===== config.mk =====
export PLATFORM = sky130hd
export DESIGN_NAME = gamepad_menu_key_autorepeat
export DESIGN_NICKNAME = d
export VERILOG_FILES = /design/src/hw/rtl/gmka_pkg.sv /design/src/hw/rtl/gmka_dir.sv /design/src/hw/rtl/gamepad_menu_key_autorepeat.sv
export SDC_FILE = /design/constraint.sdc
export NUM_CORES = 1
export LEC_CHECK = 0
export BUFFER_PORTS_ARGS = -buffer_cell sky130_fd_sc_hd__buf_2
export CORE_MARGIN = 2
export CORE_UTILIZATION = 48
export CTS_CLUSTER_DIAMETER = 40
export DETAILED_ROUTE_END_ITERATION = 8
export SYNTH_ARGS = -nofsm -noshare
export SYNTH_HDL_FRONTEND = slang
export SYNTH_HIERARCHICAL = 1
export SYNTH_SLANG_ARGS = --single-unit

===== constraint.sdc =====
create_clock -name clk_i -period 5.48 [get_ports clk_i]
set_input_delay 0.822 -clock clk_i [delete_from_list [all_inputs] [get_ports clk_i]]
set_output_delay 0.822 -clock clk_i [all_outputs]
set_load 0.1 [all_outputs]

===== src/hw/rtl/gmka_pkg.sv =====
// types, constants and tables shared by the gamepad menu key autorepeat block
package gmka_pkg;

  localparam int unsigned NumDirs = 4;
  localparam int unsigned NumBtns = 8;

  localparam logic [15:0] ResetDelay     = 16'd350;
  localparam logic [15:0] ResetRate      = 16'd100;
  localparam logic [14:0] ResetThreshold = 15'(32767 / 2);
  localparam logic [3:0]  ResetBtnCount  = 4'd8;
  localparam logic [7:0]  CountMax       = 8'd255;

  // register indexes of the configuration port
  typedef enum logic [2:0] {
    CfgPadPresent    = 3'd0,
    CfgRepeatDelay   = 3'd1,
    CfgRepeatRate    = 3'd2,
    CfgAxisThreshold = 3'd3,
    CfgButtonCount   = 3'd4,
    CfgStickPresent  = 3'd5
  } cfg_idx_e;

  localparam logic FuncButton = 1'b0;
  localparam logic FuncPoll   = 1'b1;

  localparam logic [3:0] KeyNone  = 4'd0;
  localparam logic [3:0] KeyUp    = 4'd1;
  localparam logic [3:0] KeyDown  = 4'd2;
  localparam logic [3:0] KeyLeft  = 4'd3;
  localparam logic [3:0] KeyRight = 4'd4;
  localparam logic [3:0] KeyEnter = 4'd5;
  localparam logic [3:0] KeyEsc   = 4'd6;
  localparam logic [3:0] KeySpace = 4'd7;
  localparam logic [3:0] KeyHelp  = 4'd8;
  localparam logic [3:0] KeyPgUp  = 4'd9;
  localparam logic [3:0] KeyPgDn  = 4'd10;

  // button scan order and the key each entry gives
  localparam logic [2:0] BtnOrder [NumBtns] = '{3'd0, 3'd7, 3'd1, 3'd6, 3'd2, 3'd3, 3'd4, 3'd5};
  localparam logic [3:0] BtnKey   [NumBtns] = '{KeyEnter, KeyEnter, KeyEsc, KeyEsc,
                                                KeySpace, KeyHelp, KeyPgUp, KeyPgDn};

  // per-direction command from the poll stage
  typedef struct packed {
    logic        step;
    logic        down;
    logic [31:0] now;
  } dir_cmd_t;

endpackage


===== src/hw/rtl/gmka_dir.sv =====
// autorepeat timer of one menu direction
module gmka_dir
  import gmka_pkg::*;
(
  input  logic        clk_i,
  input  logic        rst_ni,
  input  dir_cmd_t    cmd_i,
  input  logic [15:0] delay_i,
  input  logic [15:0] rate_i,
  output logic        fire_o
);

  logic        held_q, held_d;
  logic [31:0] deadline_q, deadline_d;
  logic [31:0] step_add;

  always_comb begin
    fire_o     = cmd_i.down && (!held_q || (cmd_i.now >= deadline_q));
    step_add   = held_q ? {16'b0, rate_i} : {16'b0, delay_i};
    held_d     = held_q;
    deadline_d = deadline_q;
    if (cmd_i.step) begin
      if (!cmd_i.down) begin
        held_d     = 1'b0;
        deadline_d = '0;
      end else if (fire_o) begin
        held_d     = 1'b1;
        deadline_d = cmd_i.now + step_add;
      end
    end
  end

  always_ff @(posedge clk_i or negedge rst_ni) begin
    if (!rst_ni) begin
      held_q     <= 1'b0;
      deadline_q <= '0;
    end else begin
      held_q     <= held_d;
      deadline_q <= deadline_d;
    end
  end

endmodule


===== src/hw/rtl/gamepad_menu_key_autorepeat.sv =====
// gamepad menu key generator with direction autorepeat, top level
//
//   channel  direction  handshake               payload
//   in       sink       in_valid_i/in_ready_o   func, button_index, button_pressed,
//                                               now_ms, hat_levels, stick_x, stick_y
//   out      source     out_valid_o/out_ready_i key_code (polls only)
//   cfg      sink       cfg_valid_i/cfg_ready_o cfg_index, cfg_data (always ready)
//
// one item per cycle unless a poll waits behind a full, stalled key register;
// a poll's key passes the input register and then the key register
// the work sits between the input register and the key register
// a button event retires from the input register even while a key waits
// a poll waits in the input register only while the key register is full and stalled
// reset clears counters, timers and configuration to their defaults
module gamepad_menu_key_autorepeat
  import gmka_pkg::*;
(
  input  logic        clk_i,
  input  logic        rst_ni,
  input  logic        in_valid_i,
  output logic        in_ready_o,
  input  logic        func_i,
  input  logic [2:0]  button_index_i,
  input  logic        button_pressed_i,
  input  logic [31:0] now_ms_i,
  input  logic [3:0]  hat_levels_i,
  input  logic signed [15:0] stick_x_i,
  input  logic signed [15:0] stick_y_i,
  output logic        out_valid_o,
  input  logic        out_ready_i,
  output logic [3:0]  key_code_o,
  input  logic        cfg_valid_i,
  output logic        cfg_ready_o,
  input  logic [2:0]  cfg_index_i,
  input  logic [15:0] cfg_data_i
);

  // configuration
  logic        pad_present_q;
  logic [15:0] repeat_delay_q;
  logic [15:0] repeat_rate_q;
  logic [14:0] axis_threshold_q;
  logic [3:0]  button_count_q;
  logic        stick_present_q;

  // input register
  logic        in_vld_q;
  logic        func_q;
  logic [2:0]  btn_idx_q;
  logic        btn_press_q;
  logic [31:0] now_q;
  logic [3:0]  hat_q;
  logic signed [15:0] stick_x_q, stick_y_q;

  // result register
  logic        out_vld_q;
  logic [3:0]  key_q, key_d;

  logic [7:0]  press_count_q [NumBtns];
  logic [7:0]  press_count_d [NumBtns];

  logic        advance;
  logic        poll_step;
  logic [NumDirs-1:0] dir_down;
  logic [NumDirs-1:0] dir_fire;
  dir_cmd_t    dir_cmd [NumDirs];
  logic signed [16:0] thr_pos, thr_neg, x_ext, y_ext;
  logic        btn_key_found;

  assign cfg_ready_o = 1'b1;
  assign advance     = in_vld_q && ((func_q == FuncButton) || !out_vld_q || out_ready_i);
  assign in_ready_o  = !in_vld_q || advance;
  assign poll_step   = advance && (func_q == FuncPoll) && pad_present_q;
  assign out_valid_o = out_vld_q;
  assign key_code_o  = key_q;

  always_ff @(posedge clk_i or negedge rst_ni) begin
    if (!rst_ni) begin
      pad_present_q    <= 1'b1;
      repeat_delay_q   <= ResetDelay;
      repeat_rate_q    <= ResetRate;
      axis_threshold_q <= ResetThreshold;
      button_count_q   <= ResetBtnCount;
      stick_present_q  <= 1'b1;
    end else if (cfg_valid_i && cfg_ready_o) begin
      unique case (cfg_idx_e'(cfg_index_i))
        CfgPadPresent:    pad_present_q    <= cfg_data_i[0];
        CfgRepeatDelay:   repeat_delay_q   <= cfg_data_i;
        CfgRepeatRate:    repeat_rate_q    <= cfg_data_i;
        CfgAxisThreshold: axis_threshold_q <= cfg_data_i[14:0];
        CfgButtonCount:   button_count_q   <= cfg_data_i[3:0];
        CfgStickPresent:  stick_present_q  <= cfg_data_i[0];
        default: ;
      endcase
    end
  end

  always_ff @(posedge clk_i or negedge rst_ni) begin
    if (!rst_ni) begin
      in_vld_q <= 1'b0;
    end else if (in_ready_o) begin
      in_vld_q <= in_valid_i;
    end
  end

  always_ff @(posedge clk_i) begin
    if (in_valid_i && in_ready_o) begin
      func_q      <= func_i;
      btn_idx_q   <= button_index_i;
      btn_press_q <= button_pressed_i;
      now_q       <= now_ms_i;
      hat_q       <= hat_levels_i;
      stick_x_q   <= stick_x_i;
      stick_y_q   <= stick_y_i;
    end
  end

  // direction levels: hat bits ORed with the stick against the threshold when a stick is present
  always_comb begin
    thr_pos  = $signed({2'b00, axis_threshold_q});
    thr_neg  = -thr_pos;
    x_ext    = 17'(stick_x_q);
    y_ext    = 17'(stick_y_q);
    dir_down = {hat_q[1], hat_q[3], hat_q[2], hat_q[0]};
    if (stick_present_q) begin
      if (y_ext < thr_neg) begin
        dir_down[0] = 1'b1;
      end else if (y_ext > thr_pos) begin
        dir_down[1] = 1'b1;
      end
      if (x_ext < thr_neg) begin
        dir_down[2] = 1'b1;
      end else if (x_ext > thr_pos) begin
        dir_down[3] = 1'b1;
      end
    end
  end

  for (genvar d = 0; d < NumDirs; d++) begin : g_dir
    assign dir_cmd[d] = '{step: poll_step, down: dir_down[d], now: now_q};

    gmka_dir u_dir (
      .clk_i   (clk_i),
      .rst_ni  (rst_ni),
      .cmd_i   (dir_cmd[d]),
      .delay_i (repeat_delay_q),
      .rate_i  (repeat_rate_q),
      .fire_o  (dir_fire[d])
    );
  end

  // key selection and press counter update
  always_comb begin
    key_d         = KeyNone;
    btn_key_found = 1'b0;
    for (int b = 0; b < NumBtns; b++) begin
      press_count_d[b] = press_count_q[b];
    end

    if (advance && (func_q == FuncButton)) begin
      if (btn_press_q && (press_count_q[btn_idx_q] != CountMax)) begin
        press_count_d[btn_idx_q] = press_count_q[btn_idx_q] + 8'd1;
      end
    end

    if (pad_present_q) begin
      if (dir_fire[0]) begin
        key_d = KeyUp;
      end else if (dir_fire[1]) begin
        key_d = KeyDown;
      end else if (dir_fire[2]) begin
        key_d = KeyLeft;
      end else if (dir_fire[3]) begin
        key_d = KeyRight;
      end else begin
        // scan present buttons in table order, clearing each on a poll step
        for (int i = 0; i < NumBtns; i++) begin
          if ({1'b0, BtnOrder[i]} < button_count_q) begin
            if (!btn_key_found && (press_count_q[BtnOrder[i]] != 8'd0)) begin
              key_d         = BtnKey[i];
              btn_key_found = 1'b1;
            end
            if (poll_step) begin
              press_count_d[BtnOrder[i]] = 8'd0;
            end
          end
        end
      end
    end
  end

  always_ff @(posedge clk_i or negedge rst_ni) begin
    if (!rst_ni) begin
      for (int b = 0; b < NumBtns; b++) begin
        press_count_q[b] <= 8'd0;
      end
    end else begin
      for (int b = 0; b < NumBtns; b++) begin
        press_count_q[b] <= press_count_d[b];
      end
    end
  end

  always_ff @(posedge clk_i or negedge rst_ni) begin
    if (!rst_ni) begin
      out_vld_q <= 1'b0;
    end else if (advance && (func_q == FuncPoll)) begin
      out_vld_q <= 1'b1;
    end else if (out_ready_i) begin
      out_vld_q <= 1'b0;
    end
  end

  always_ff @(posedge clk_i) begin
    if (advance && (func_q == FuncPoll)) begin
      key_q <= key_d;
    end
  end

endmodule


# Yosys cells after proc, flatten, opt, wreduce, memory -nomap -nowiden
# Cells that the tools add are included.
# word_totals
register_bits,328
mem_bits_rw,0
elab_cells,280
mem_count,0
mem_bits_ro,0
latchBits,0
output_inout_bits,7
inputBits,97
# classes
n_bitwise,3
n_mul,0
n_mux,147
n_eq_ne,10
n_shift,0
n_div,0
n_reduce_logical,61
order_cmp,18
add_sub_neg,6
# ops
op,count
$mux W64,7
$mux W32,8
$mux W8,19
$mux W4,35
$add A32 B32 Y32,4
$ge A32 B32 Y1,4
$mux W1,66
$bwmux W64,1
$mux W16,4
$reduce_bool A8 Y1,8
$lt A16 B17 Y1,2
$gt A16 B16 Y1,2
$bmux W8 S3,1
$demux W8 S3,1
$reduce_and A2 Y1,10
$logic_and A1 B1 Y1,18
$neg A15 Y17,1
$lt A3 B4 Y1 const A,4
$logic_not A1 Y1,13
$mux W3,3
$add A8 B1 Y8 const B,1
$lt A1 B4 Y1 const A,2
$lt A2 B4 Y1 const A,2
$ne A2 B1 Y1 const B,4
other kinds (15),25

# Depth between registers and ports, before layout
# Gate-level depths: netlist (run 1).
# depth
ltp_word,72
mapped_depth,19
mapped_depth_nobuf,18

# Modules after synthesis
# The synthesis (run 1) kept the hierarchy.
# by_module_without_submodules
mod,area_each_um2,seq_area_each_um2,instances,cells_each
gmka_dir (g_dir[0].u_dir ...),3382.0,825.8,3,377
gamepad_menu_key_autorepeat,10012.1,5322.6,1,784
gmka_dir (g_dir[3].u_dir),3179.3,825.8,1,376

# Least setup slack after synthesis (run 1)
# OpenSTA, ideal clock, no wires.
# synth_path
path_type,reg-to-reg
start,reg axis_threshold_q[3]
end,reg press_count_q[10] (netlist bit)
synth_period_minus_slack_ns,4.661
setup_time_ns,0.126
required_ns,5.354
setup_slack_ns,0.819
n_path_buf,1
stages_incl_launch_ff,20
arrival_time_ns,4.536
path_cell_list,dfstp_2 > nor4_1 > nand2_1 > nor4_1 > nand2_1 > nor2_1 > xnor2_1 > ha_1 > a21o_1 > a211oi_1 > nand2_1 > o21ai_0 > a2bb2oi_1 > nor2b_1 > or4_1 > or3_1 > clkbuf_1 > nor2_1 > o21a_1 > nor2_1
# synth_rtl
element,line,text
start: declaration,gamepad_menu_key_autorepeat.sv:42,logic [14:0] axis_threshold_q;
start signal: assignment,gamepad_menu_key_autorepeat.sv:82,axis_threshold_q <= ResetThreshold;
start signal: assignment,gamepad_menu_key_autorepeat.sv:90,CfgAxisThreshold: axis_threshold_q <= cfg_data_i[14:0];
end signal: indexed assignment,gamepad_menu_key_autorepeat.sv:199,press_count_q[b] <= press_count_d[b];
end: declaration,gamepad_menu_key_autorepeat.sv:59,logic [7:0] press_count_q [NumBtns];

==> summary.md, run 1 <==
| Metric | Value |
|---|---|
| Status | `complete, no violations` |
| Cells after Synth | `2291` |
| Sequential cell area | `approximately 8600 um2` |
| Unrepaired setup endpoints after global routing | `false` |
| Final Cycle Share | `approximately nine tenths` |
| Multi-input combinational cell area | `13600 um2` |
| Rows | `80` |
| Pleak | `approximately 12 nW` |
| Worst slew pin tran | `around 1.2 ns` |
| Nets | `between 2000 and 3000` |
| Area contributors post-synth | `dfrtp_1 24%, ha_1 14%, edfxtp_1 9.9%, mux2_2 5.7%, mux2i_1 3.6%` |
| Post-synthesis net count | `2648` |
| Fin Setup TNS | `0 ns` |
| DR vias | `18188` |
| CTS Hold Buffers Added | `0` |
| Die area | `50400 um2` |
| Global route total overflow | `0` |
| YS warnings | `6` |
| Fillers | `between 4000 and 5000` |
| Switching power total | `between 0.004 and 0.005 W` |
| First-pass GRT wire length | `slightly below 100000 um` |
| Crit-path max cell delay | `a little under 0.6 ns` |
| CP Capture Type | `flop` |
| RR Startpoint | `axis_threshold_q[3]$_DFFE_PN1P_` |
| Final Setup Violations | `0` |
| Setup bufs post-CTS | `0` |
| Tmin final | `5.02 ns` |
| Internal power | `just over 0.008 W` |
| Post-synth EDFFs | `just under 80` |
| Crit-path cells | `nor4_2, nand2_1, nor4_2, nand2_1, nor4_1, xnor2_1, ha_1, and3_1, o21ai_0, a21oi_1, o21ai_0, a31o_2, nor2b_1, or4_1, or3_1, nor2_1, nor3_1` |
| CP bufs+invs | `0` |
| Crit Path Class | `reg -> reg` |
| Element type at the critical path start | `flop` |
| Crit path launch | `axis_threshold_q[3]$_DFFE_PN1P_` |
| Most frequent cell after synthesis | `ha_1` |
| Clk slew on worst S/H paths | `0.05 ns` |
| Sequential Power Share | `between 20 and 30%` |
| DRT Wirelength | `~60000 um` |
| Critical path fanouts, max | `13` |
| Final Skew | `about 0.03 ns` |
| Delay-heaviest family, CP | `simple AND/OR/NAND/NOR gates` |
| Reg2reg end | `press_count_q[52]$_DFF_PN0_` |
| Synth cell count leaders | `256 x ha_1, 225 x dfrtp_1, 185 x nand2_1` |
| Post-CTS sizing | `0` |
| Avg Vias per Cell | `5.84` |
| Final Max Slew Viols | `0` |
| Largest net degree at the start of global routing | `113` |
| Combinational share of power | `38.5%` |
| CTS tree | `built` |
| Syn_area_per_cell | `10.2 um2` |
| Main synth FF type | `dfrtp_1` |
| Clock insertion delay at the later pin of the skew report | `approximately 0.60 ns` |
| Max Clock Freq | `between 150 and 200 MHz` |
| Die Wd | `roughly 220 um` |
| CTS Root Buffer Type | `clkbuf_16` |
| Core footprint | `between 40000 and 50000 um2` |
| DRC violations left | `0` |
| IO Count | `~100` |
| Initial antenna violation count | `0` |
| Cell taking the most area after synthesis | `dfrtp_1` |
| Reg2reg setup slack | `between 0.4 and 0.5 ns` |
| Avg WL per Cell | `19.8 um` |
| PortBufs | `between 100 and 150` |
| Switching Fraction | `a little under two fifths` |
| GP Congestion | `between 0.8 and 0.9` |
| Max-cap violations | `0` |
| Crit path depth | `17` |
| CP max-delay cell | `or4_1` |
| Area Growth Syn to Fin | `15.3%` |
| Longest Clk Path Bufs | `3` |
| Final HPWL DP | `~46000 um` |
| End of the critical path | `press_count_q[52]$_DFF_PN0_` |
| Crit path required time | `roughly 6 ns` |
| Remaining antenna violation count after routing | `0` |
| Clock sinks | `328` |
| Rel. slew slack | `between 10% and 20%` |
| Number of DRC markers in iteration 0 | `between 1000 and 1500` |
| ANT cells | `0` |
| Share of layout cells above drive strength 1 | `between 10% and 20%` |
| DIE HEIGHT | `around 220 um` |
| Async set-reset flop share out of synthesis | `around three quarters` |
| VDD IR max | `about 0.27 mV` |
| Hold Path Class | `in -> async` |
| Final Hold Fails | `0` |
| DRT Pass-1 Iters | `5` |
| WP data arrival | `about 5.5 ns` |
| Cell Area, Synth | `roughly 23000 um2` |
| Yosys top cell area share | `24.1%` |
| H-tree depth reported by CTS | `3` |
| Global-route usage over all layers | `24.8%` |
| Initial Utilization | `between 40% and 50%` |
| Reg2reg path depth | `17` |
| Cell area power density | `between 400 and 500 nW/um2` |
| Yosys cell types | `slightly below 100` |
| Clock share of power | `a little under a third` |
| Total CTS buffers | `between 60 and 70` |
| Vias in the first global route | `17968` |
| Final Util | `56.2%` |
| Register area share after synthesis | `~37%` |
| Yosys reg bits | `328` |
[power by group through the flow]
| stage | Clock [W] | Combinational, W | Sequential [W] |
|---|---|---|---|
| floorplan | 0 | 0.00381 | 0.00366 |
| global placement | 0 | 0.00482 | 0.00388 |
| detailed placement | 0 | 0.00495 | 0.00389 |
| global route | 0.00432 | 0.00561 | 0.00398 |
| finish | 0.00411 | 0.00501 | 0.00389 |
| CTS | 0.00419 | 0.00499 | 0.00387 |
[kinds of logic after synthesis]
group                      after synthesis  synth area share, %
and+or+nand+nor                        581                 12.4
AOI/OAI and AO/OA                      525                 15.4
DFF                                    328                 37.0
adders and majority gates              260                 14.1
buffers and inverters                  244                 4.74
muxes                                  225                 11.5
xor gates and xnor gates               127                 4.83
other                                    1               0.0161
[state kept, by name (all words and copies together), names as in the netlist, 15 cells and up]
name / count
now_q: 32
stick_y_q: 16
press_count_q: 64
repeat_delay_q: 16
stick_x_q: 16
repeat_rate_q: 16
axis_threshold_q: 15
g_dir.u_dir/deadline_q: 128
[cells in the final DEF, fill, tap and decap left out, drive strengths merged, types with 18 or more instances in the layout]
cell type / count
nor4: 26
nor2: 124
mux2: 121
xor2: 72
inv: 194
mux4: 18
a211oi: 27
buf: 155
o21a: 38
nand4: 35
a21oi: 145
dfstp: 26
a21o: 29
ha: 256
nor2b: 26
o21ai: 96
edfxtp: 77
nand2: 188
and3: 37
mux2i: 86
nor3: 32
clkbuf: 80
xnor2: 55
dfrtp: 225
o2bb2ai: 63
nand3: 51
a31oi: 44
[per-layer routing]
metal / share of wire (%) / global-route usage [%] / vias up
met5: 0 / 0 / -
met4: 2.4 / 7.37 / 0
met3: 5.3 / 4.18 / 98
met2: 44 / 38.1 / 506
met1: 48 / 35.9 / 8826
li1: - / - / 8758
[final cells by class]
cell class,count,area share (%)
Tap cell,615,2.86
Clock inverter,40,1.57
Sequential cell,328,32.1
Multi-Input combinational cell,1719,50.6
Inverter,179,2.50
Timing Repair Buffer,155,3.46
Clock buffer,80,6.95
[through the flow]
| stage | std cells | hold slack [ns] | setup WS [ns] | area (um2) | total power (W) |
|---|---|---|---|---|---|
| 2_1_floorplan | 2291 | 0.443 | 0.819 | 23300 | 0.00746 |
| 3_3_place_gp | 2996 | 0.459 | 0.321 | 24600 | 0.00871 |
| 3_5_place_dp | 2996 | 0.470 | 0.131 | 24600 | 0.00884 |
| 4_1_cts | 3116 | 0.252 | 0.126 | 26900 | 0.0131 |
| 5_1_grt | 3116 | 0.263 | 0.0388 | 26900 | 0.0139 |
| 6_report | 3116 | 0.213 | 0.455 | 26900 | 0.0130 |
[how the worst min path moves through the flow]
stage / cells past startpoint / from / to
2_1_floorplan: 2 / g_dir[3].u_dir/deadline_q[8]$_DFFE_PN0P_ / g_dir[3].u_dir/deadline_q[8]$_DFFE_PN0P_
3_3_place_gp: 2 / g_dir[3].u_dir/deadline_q[13]$_DFFE_PN0P_ / g_dir[3].u_dir/deadline_q[13]$_DFFE_PN0P_
3_5_place_dp: 2 / g_dir[3].u_dir/deadline_q[9]$_DFFE_PN0P_ / g_dir[3].u_dir/deadline_q[9]$_DFFE_PN0P_
4_1_cts: 1 / rst_ni / press_count_q[45]$_DFF_PN0_
5_1_grt: 1 / rst_ni / press_count_q[45]$_DFF_PN0_
6_report: 1 / rst_ni / press_count_q[45]$_DFF_PN0_
Power figures use the tool's default switching activity.
==> inputs of run 2 (changes only) <==
--- a/config.mk
+++ b/config.mk
@@ -12,5 +12,4 @@
 export DETAILED_ROUTE_END_ITERATION = 8
 export SYNTH_ARGS = -nofsm -noshare
 export SYNTH_HDL_FRONTEND = slang
-export SYNTH_HIERARCHICAL = 1
 export SYNTH_SLANG_ARGS = --single-unit
==> run 2 against run 1 <==
  * Via count fell by 3.9%
  * Maximum frequency up 0.45%
  * Register-to-register slack improved by 0.02 ns
  * Sequential power is essentially flat
  * Critical endpoint is now key_code_o[1]$_SDFFCE_PP0P_
  * Largest power group unchanged
==> summary.md, run 2 <==
| Metric | Value |
|---|---|
| Most frequent cell after synthesis | `ha_1` |
| Reg2reg setup slack | `between 0.4 and 0.5 ns` |
| Fin area | `around 26000 um2` |
| PortBufs | `slightly above 100` |
| Internal power | `between 0.008 and 0.009 W` |
| CTS tree | `built` |
| Global route total overflow | `0` |
| Fillers | `~4100` |
| Longest Clk Path Bufs | `3` |
| Remaining antenna violation count after routing | `0` |
| Metal-1 WL | `~29000 um` |
| Post-CTS sizing | `0` |
| Top layer in use | `met4` |
| DP Area | `23700 um2` |
| Avg Vias per Cell | `between 5 and 6` |
| Status | `complete, no violations` |
| Switching Fraction | `between 30% and 40%` |
| Sequential cell area | `8630 um2` |
| DRT Pass-1 Iters | `5` |
| Cells after Synth | `2212` |
| Async set-reset flop share out of synthesis | `about three quarters` |
| Rel. slew slack | `around 17%` |
| VDD IR max | `around 0.38 mV` |
| Rows | `between 70 and 80` |
| Crit-path cells | `inv_1, ha_1, or3b_1, nor3_1, nand2_1, nor3_1, nand3_1, xnor2_1, ha_1, nand3_1, nor2_1, nand2_1, a211oi_2, a211oi_1, o22ai_1, and2_1, a21boi_0` |
| Area Growth Syn to Fin | `15.9%` |
| DR vias | `between 15000 and 20000` |
| Multi-input combinational cell area | `between 10000 and 15000 um2` |
| GP Congestion | `0.903` |
| H-tree depth reported by CTS | `3` |
| Final Skew | `approximately 0.028 ns` |
| DRT Wirelength | `61600 um` |
| Die area | `around 48000 um2` |
| Reg2reg path depth | `17` |
| CP Capture Type | `flop` |
| YS warnings | `0` |
| Cell taking the most area after synthesis | `dfrtp_1` |
| Clock sinks | `about 330` |
| Clock share of power | `31.6%` |
| Yosys top cell area share | `about a quarter` |
| First-pass GRT wire length | `slightly below 100000 um` |
| Largest net degree at the start of global routing | `121` |
| Yosys reg bits | `328` |
| Top reg by flops | `g_dir.u_dir.deadline_q` |
| Final Cycle Share | `a little over 90%` |
| WP data arrival | `around 5.4 ns` |
| Initial Utilization | `~48%` |
| CTS Hold Buffers Added | `0` |
| Hold_ws | `0.344 ns` |
| Commonest non-fill, non-tap cell in the layout | `ha_1` |
| Die Wd | `approximately 220 um` |
| Pleak | `approximately 11 nW` |
| Area contributors post-synth | `dfrtp_1 25%, ha_1 14%, edfxtp_1 10%, mux2_2 5.9%, mux2i_1 3.2%` |
| Final Setup Violations | `0` |
| Wire length on met2 | `28500 um` |
| Initial antenna violation count | `2` |
| Final Max Slew Viols | `0` |
| Crit path required time | `roughly 5.9 ns` |
| Element type at the critical path start | `flop` |
| DIE HEIGHT | `220 um` |
| Delay-heaviest family, CP | `simple AND/OR/NAND/NOR gates` |
| Cell Area, Synth | `~22000 um2` |
| Register area share after synthesis | `between 30% and 40%` |
| Sequential Power Share | `30.5%` |
| Cell area power density | `slightly below 500 nW/um2` |
| Clock insertion delay at the later pin of the skew report | `approximately 0.6 ns` |
| Tmin final | `between 5 and 6 ns` |
| Most frequent cells in the layout | `252 x ha_1, 225 x dfrtp_1, 172 x inv_1, 145 x nand2_1, 143 x nor2_1` |
| Syn_area_per_cell | `about 10 um2` |
| Synth cell count leaders | `252 x ha_1, 225 x dfrtp_1, 172 x inv_1` |
| Unrepaired setup endpoints after global routing | `false` |
| Avg WL per Cell | `20.5 um` |
| Total CTS buffers | `67` |
| Crit-path max cell delay | `between 0.9 and 1 ns` |
| Yosys cell types | `87` |
| Switching power total | `between 0.004 and 0.005 W` |
| Share of layout cells above drive strength 1 | `between 10% and 20%` |
| DRC violations left | `0` |
| Max FFs per register | `~130` |
| Nets | `around 2700` |
| Crit Path Class | `reg -> reg` |
| CP bufs+invs | `1` |
| Final Util | `a little under three fifths` |
| Top Registers | `g_dir.u_dir.deadline_q x128, press_count_q x64, now_q x32` |
| Clk slew on worst S/H paths | `about 0.050 ns` |
| Vias in the first global route | `between 15000 and 20000` |
| CTS Root Buffer Type | `clkbuf_16` |
| Max-cap violations | `0` |
| ANT cells | `0` |
| Hold Path Class | `in -> async` |
| Reg2reg end | `key_code_o[1]$_SDFFCE_PP0P_` |
| CP max-delay cell | `o22ai_1` |
| Critical path fanouts, max | `12` |
| Placed cell count | `2886` |
| IO Count | `around 100` |
| Post-synth EDFFs | `77` |
| Core footprint | `roughly 46000 um2` |
| Max Clock Freq | `200 MHz` |
| Worst slew pin tran | `about 1.3 ns` |
| Combinational share of power | `between 30% and 40%` |
| RR Startpoint | `axis_threshold_q[1]$_DFFE_PN1P_` |
| Final Hold Fails | `0` |
| Routed wl met3 | `2770 um` |
| Post-synthesis net count | `2565` |
| Final HPWL DP | `around 46000 um` |
| Fin Setup TNS | `0 ns` |
| Final cell count without fillers | `roughly 3000` |
| Main synth FF type | `dfrtp_1` |
| Setup bufs post-CTS | `0` |
| Number of DRC markers in iteration 0 | `approximately 1100` |
| Global-route usage over all layers | `26.2%` |
[run 2: kinds of logic (layout without fill, tap and decap cells)]
group	Yosys count	in the layout	synth area share [%]
AOI/OAI and AO/OA	497	497	15.1
xor gates and xnor gates	134	134	5.34
adders and majority gates	256	256	14.4
buffers and inverters	253	441	4.49
DFF	328	328	38.5
muxes	202	202	10.3
other	1	1	0.0167
and+or+nand+nor	541	541	11.8
[run 2: stage by stage]
step           power (W)  setup slack (ns)
3_3_place_gp     0.00859             0.697
4_1_cts           0.0129             0.577
5_1_grt           0.0137            0.0985
3_5_place_dp     0.00875             0.637
6_report          0.0128             0.477
2_1_floorplan    0.00729              1.45
[run 2: worst max path at each step]
stage	startpoint	end	slack, ns	cells past startpoint
2_1_floorplan	out_valid_o$_DFFE_PN0P_	btn_idx_q[0]$_DFFE_PP_	1.45	3
3_3_place_gp	axis_threshold_q[1]$_DFFE_PN1P_	g_dir[0].u_dir.deadline_q[12]$_DFFE_PN0P_	0.70	17
3_5_place_dp	axis_threshold_q[1]$_DFFE_PN1P_	press_count_q[34]$_DFF_PN0_	0.64	17
4_1_cts	axis_threshold_q[1]$_DFFE_PN1P_	key_code_o[1]$_SDFFCE_PP0P_	0.58	17
5_1_grt	axis_threshold_q[1]$_DFFE_PN1P_	g_dir[0].u_dir.deadline_q[12]$_DFFE_PN0P_	0.1	17
6_report	axis_threshold_q[1]$_DFFE_PN1P_	key_code_o[1]$_SDFFCE_PP0P_	0.48	17
[run 2: power by group through the flow]
stage,combinational (W),clock (W),sequential (W)
CTS,0.00485,0.00414,0.00391
floorplan,0.00361,0,0.00368
finish,0.00486,0.00407,0.00392
global placement,0.00467,0,0.00392
global route,0.00546,0.00426,0.00400
detailed placement,0.00482,0,0.00393
[run 2: layout make-up]
| cell class | count | share of cell area, % |
|---|---|---|
| inverter | 174 | 2.52 |
| clock inverter | 44 | 1.70 |
| sequential | 328 | 33.2 |
| tap | 607 | 2.93 |
| multi-input combinational | 1631 | 49.3 |
| clock buffer | 77 | 6.96 |
| timing repair buffer | 146 | 3.33 |
[run 2: per-layer routing]
| metal | up-vias | global-route usage, % |
|---|---|---|
| met5 | - | 0 |
| met4 | 0 | 8.37 |
| met3 | 109 | 4.39 |
| met2 | 422 | 42.3 |
| met1 | 8569 | 35.8 |
| li1 | 8377 | - |
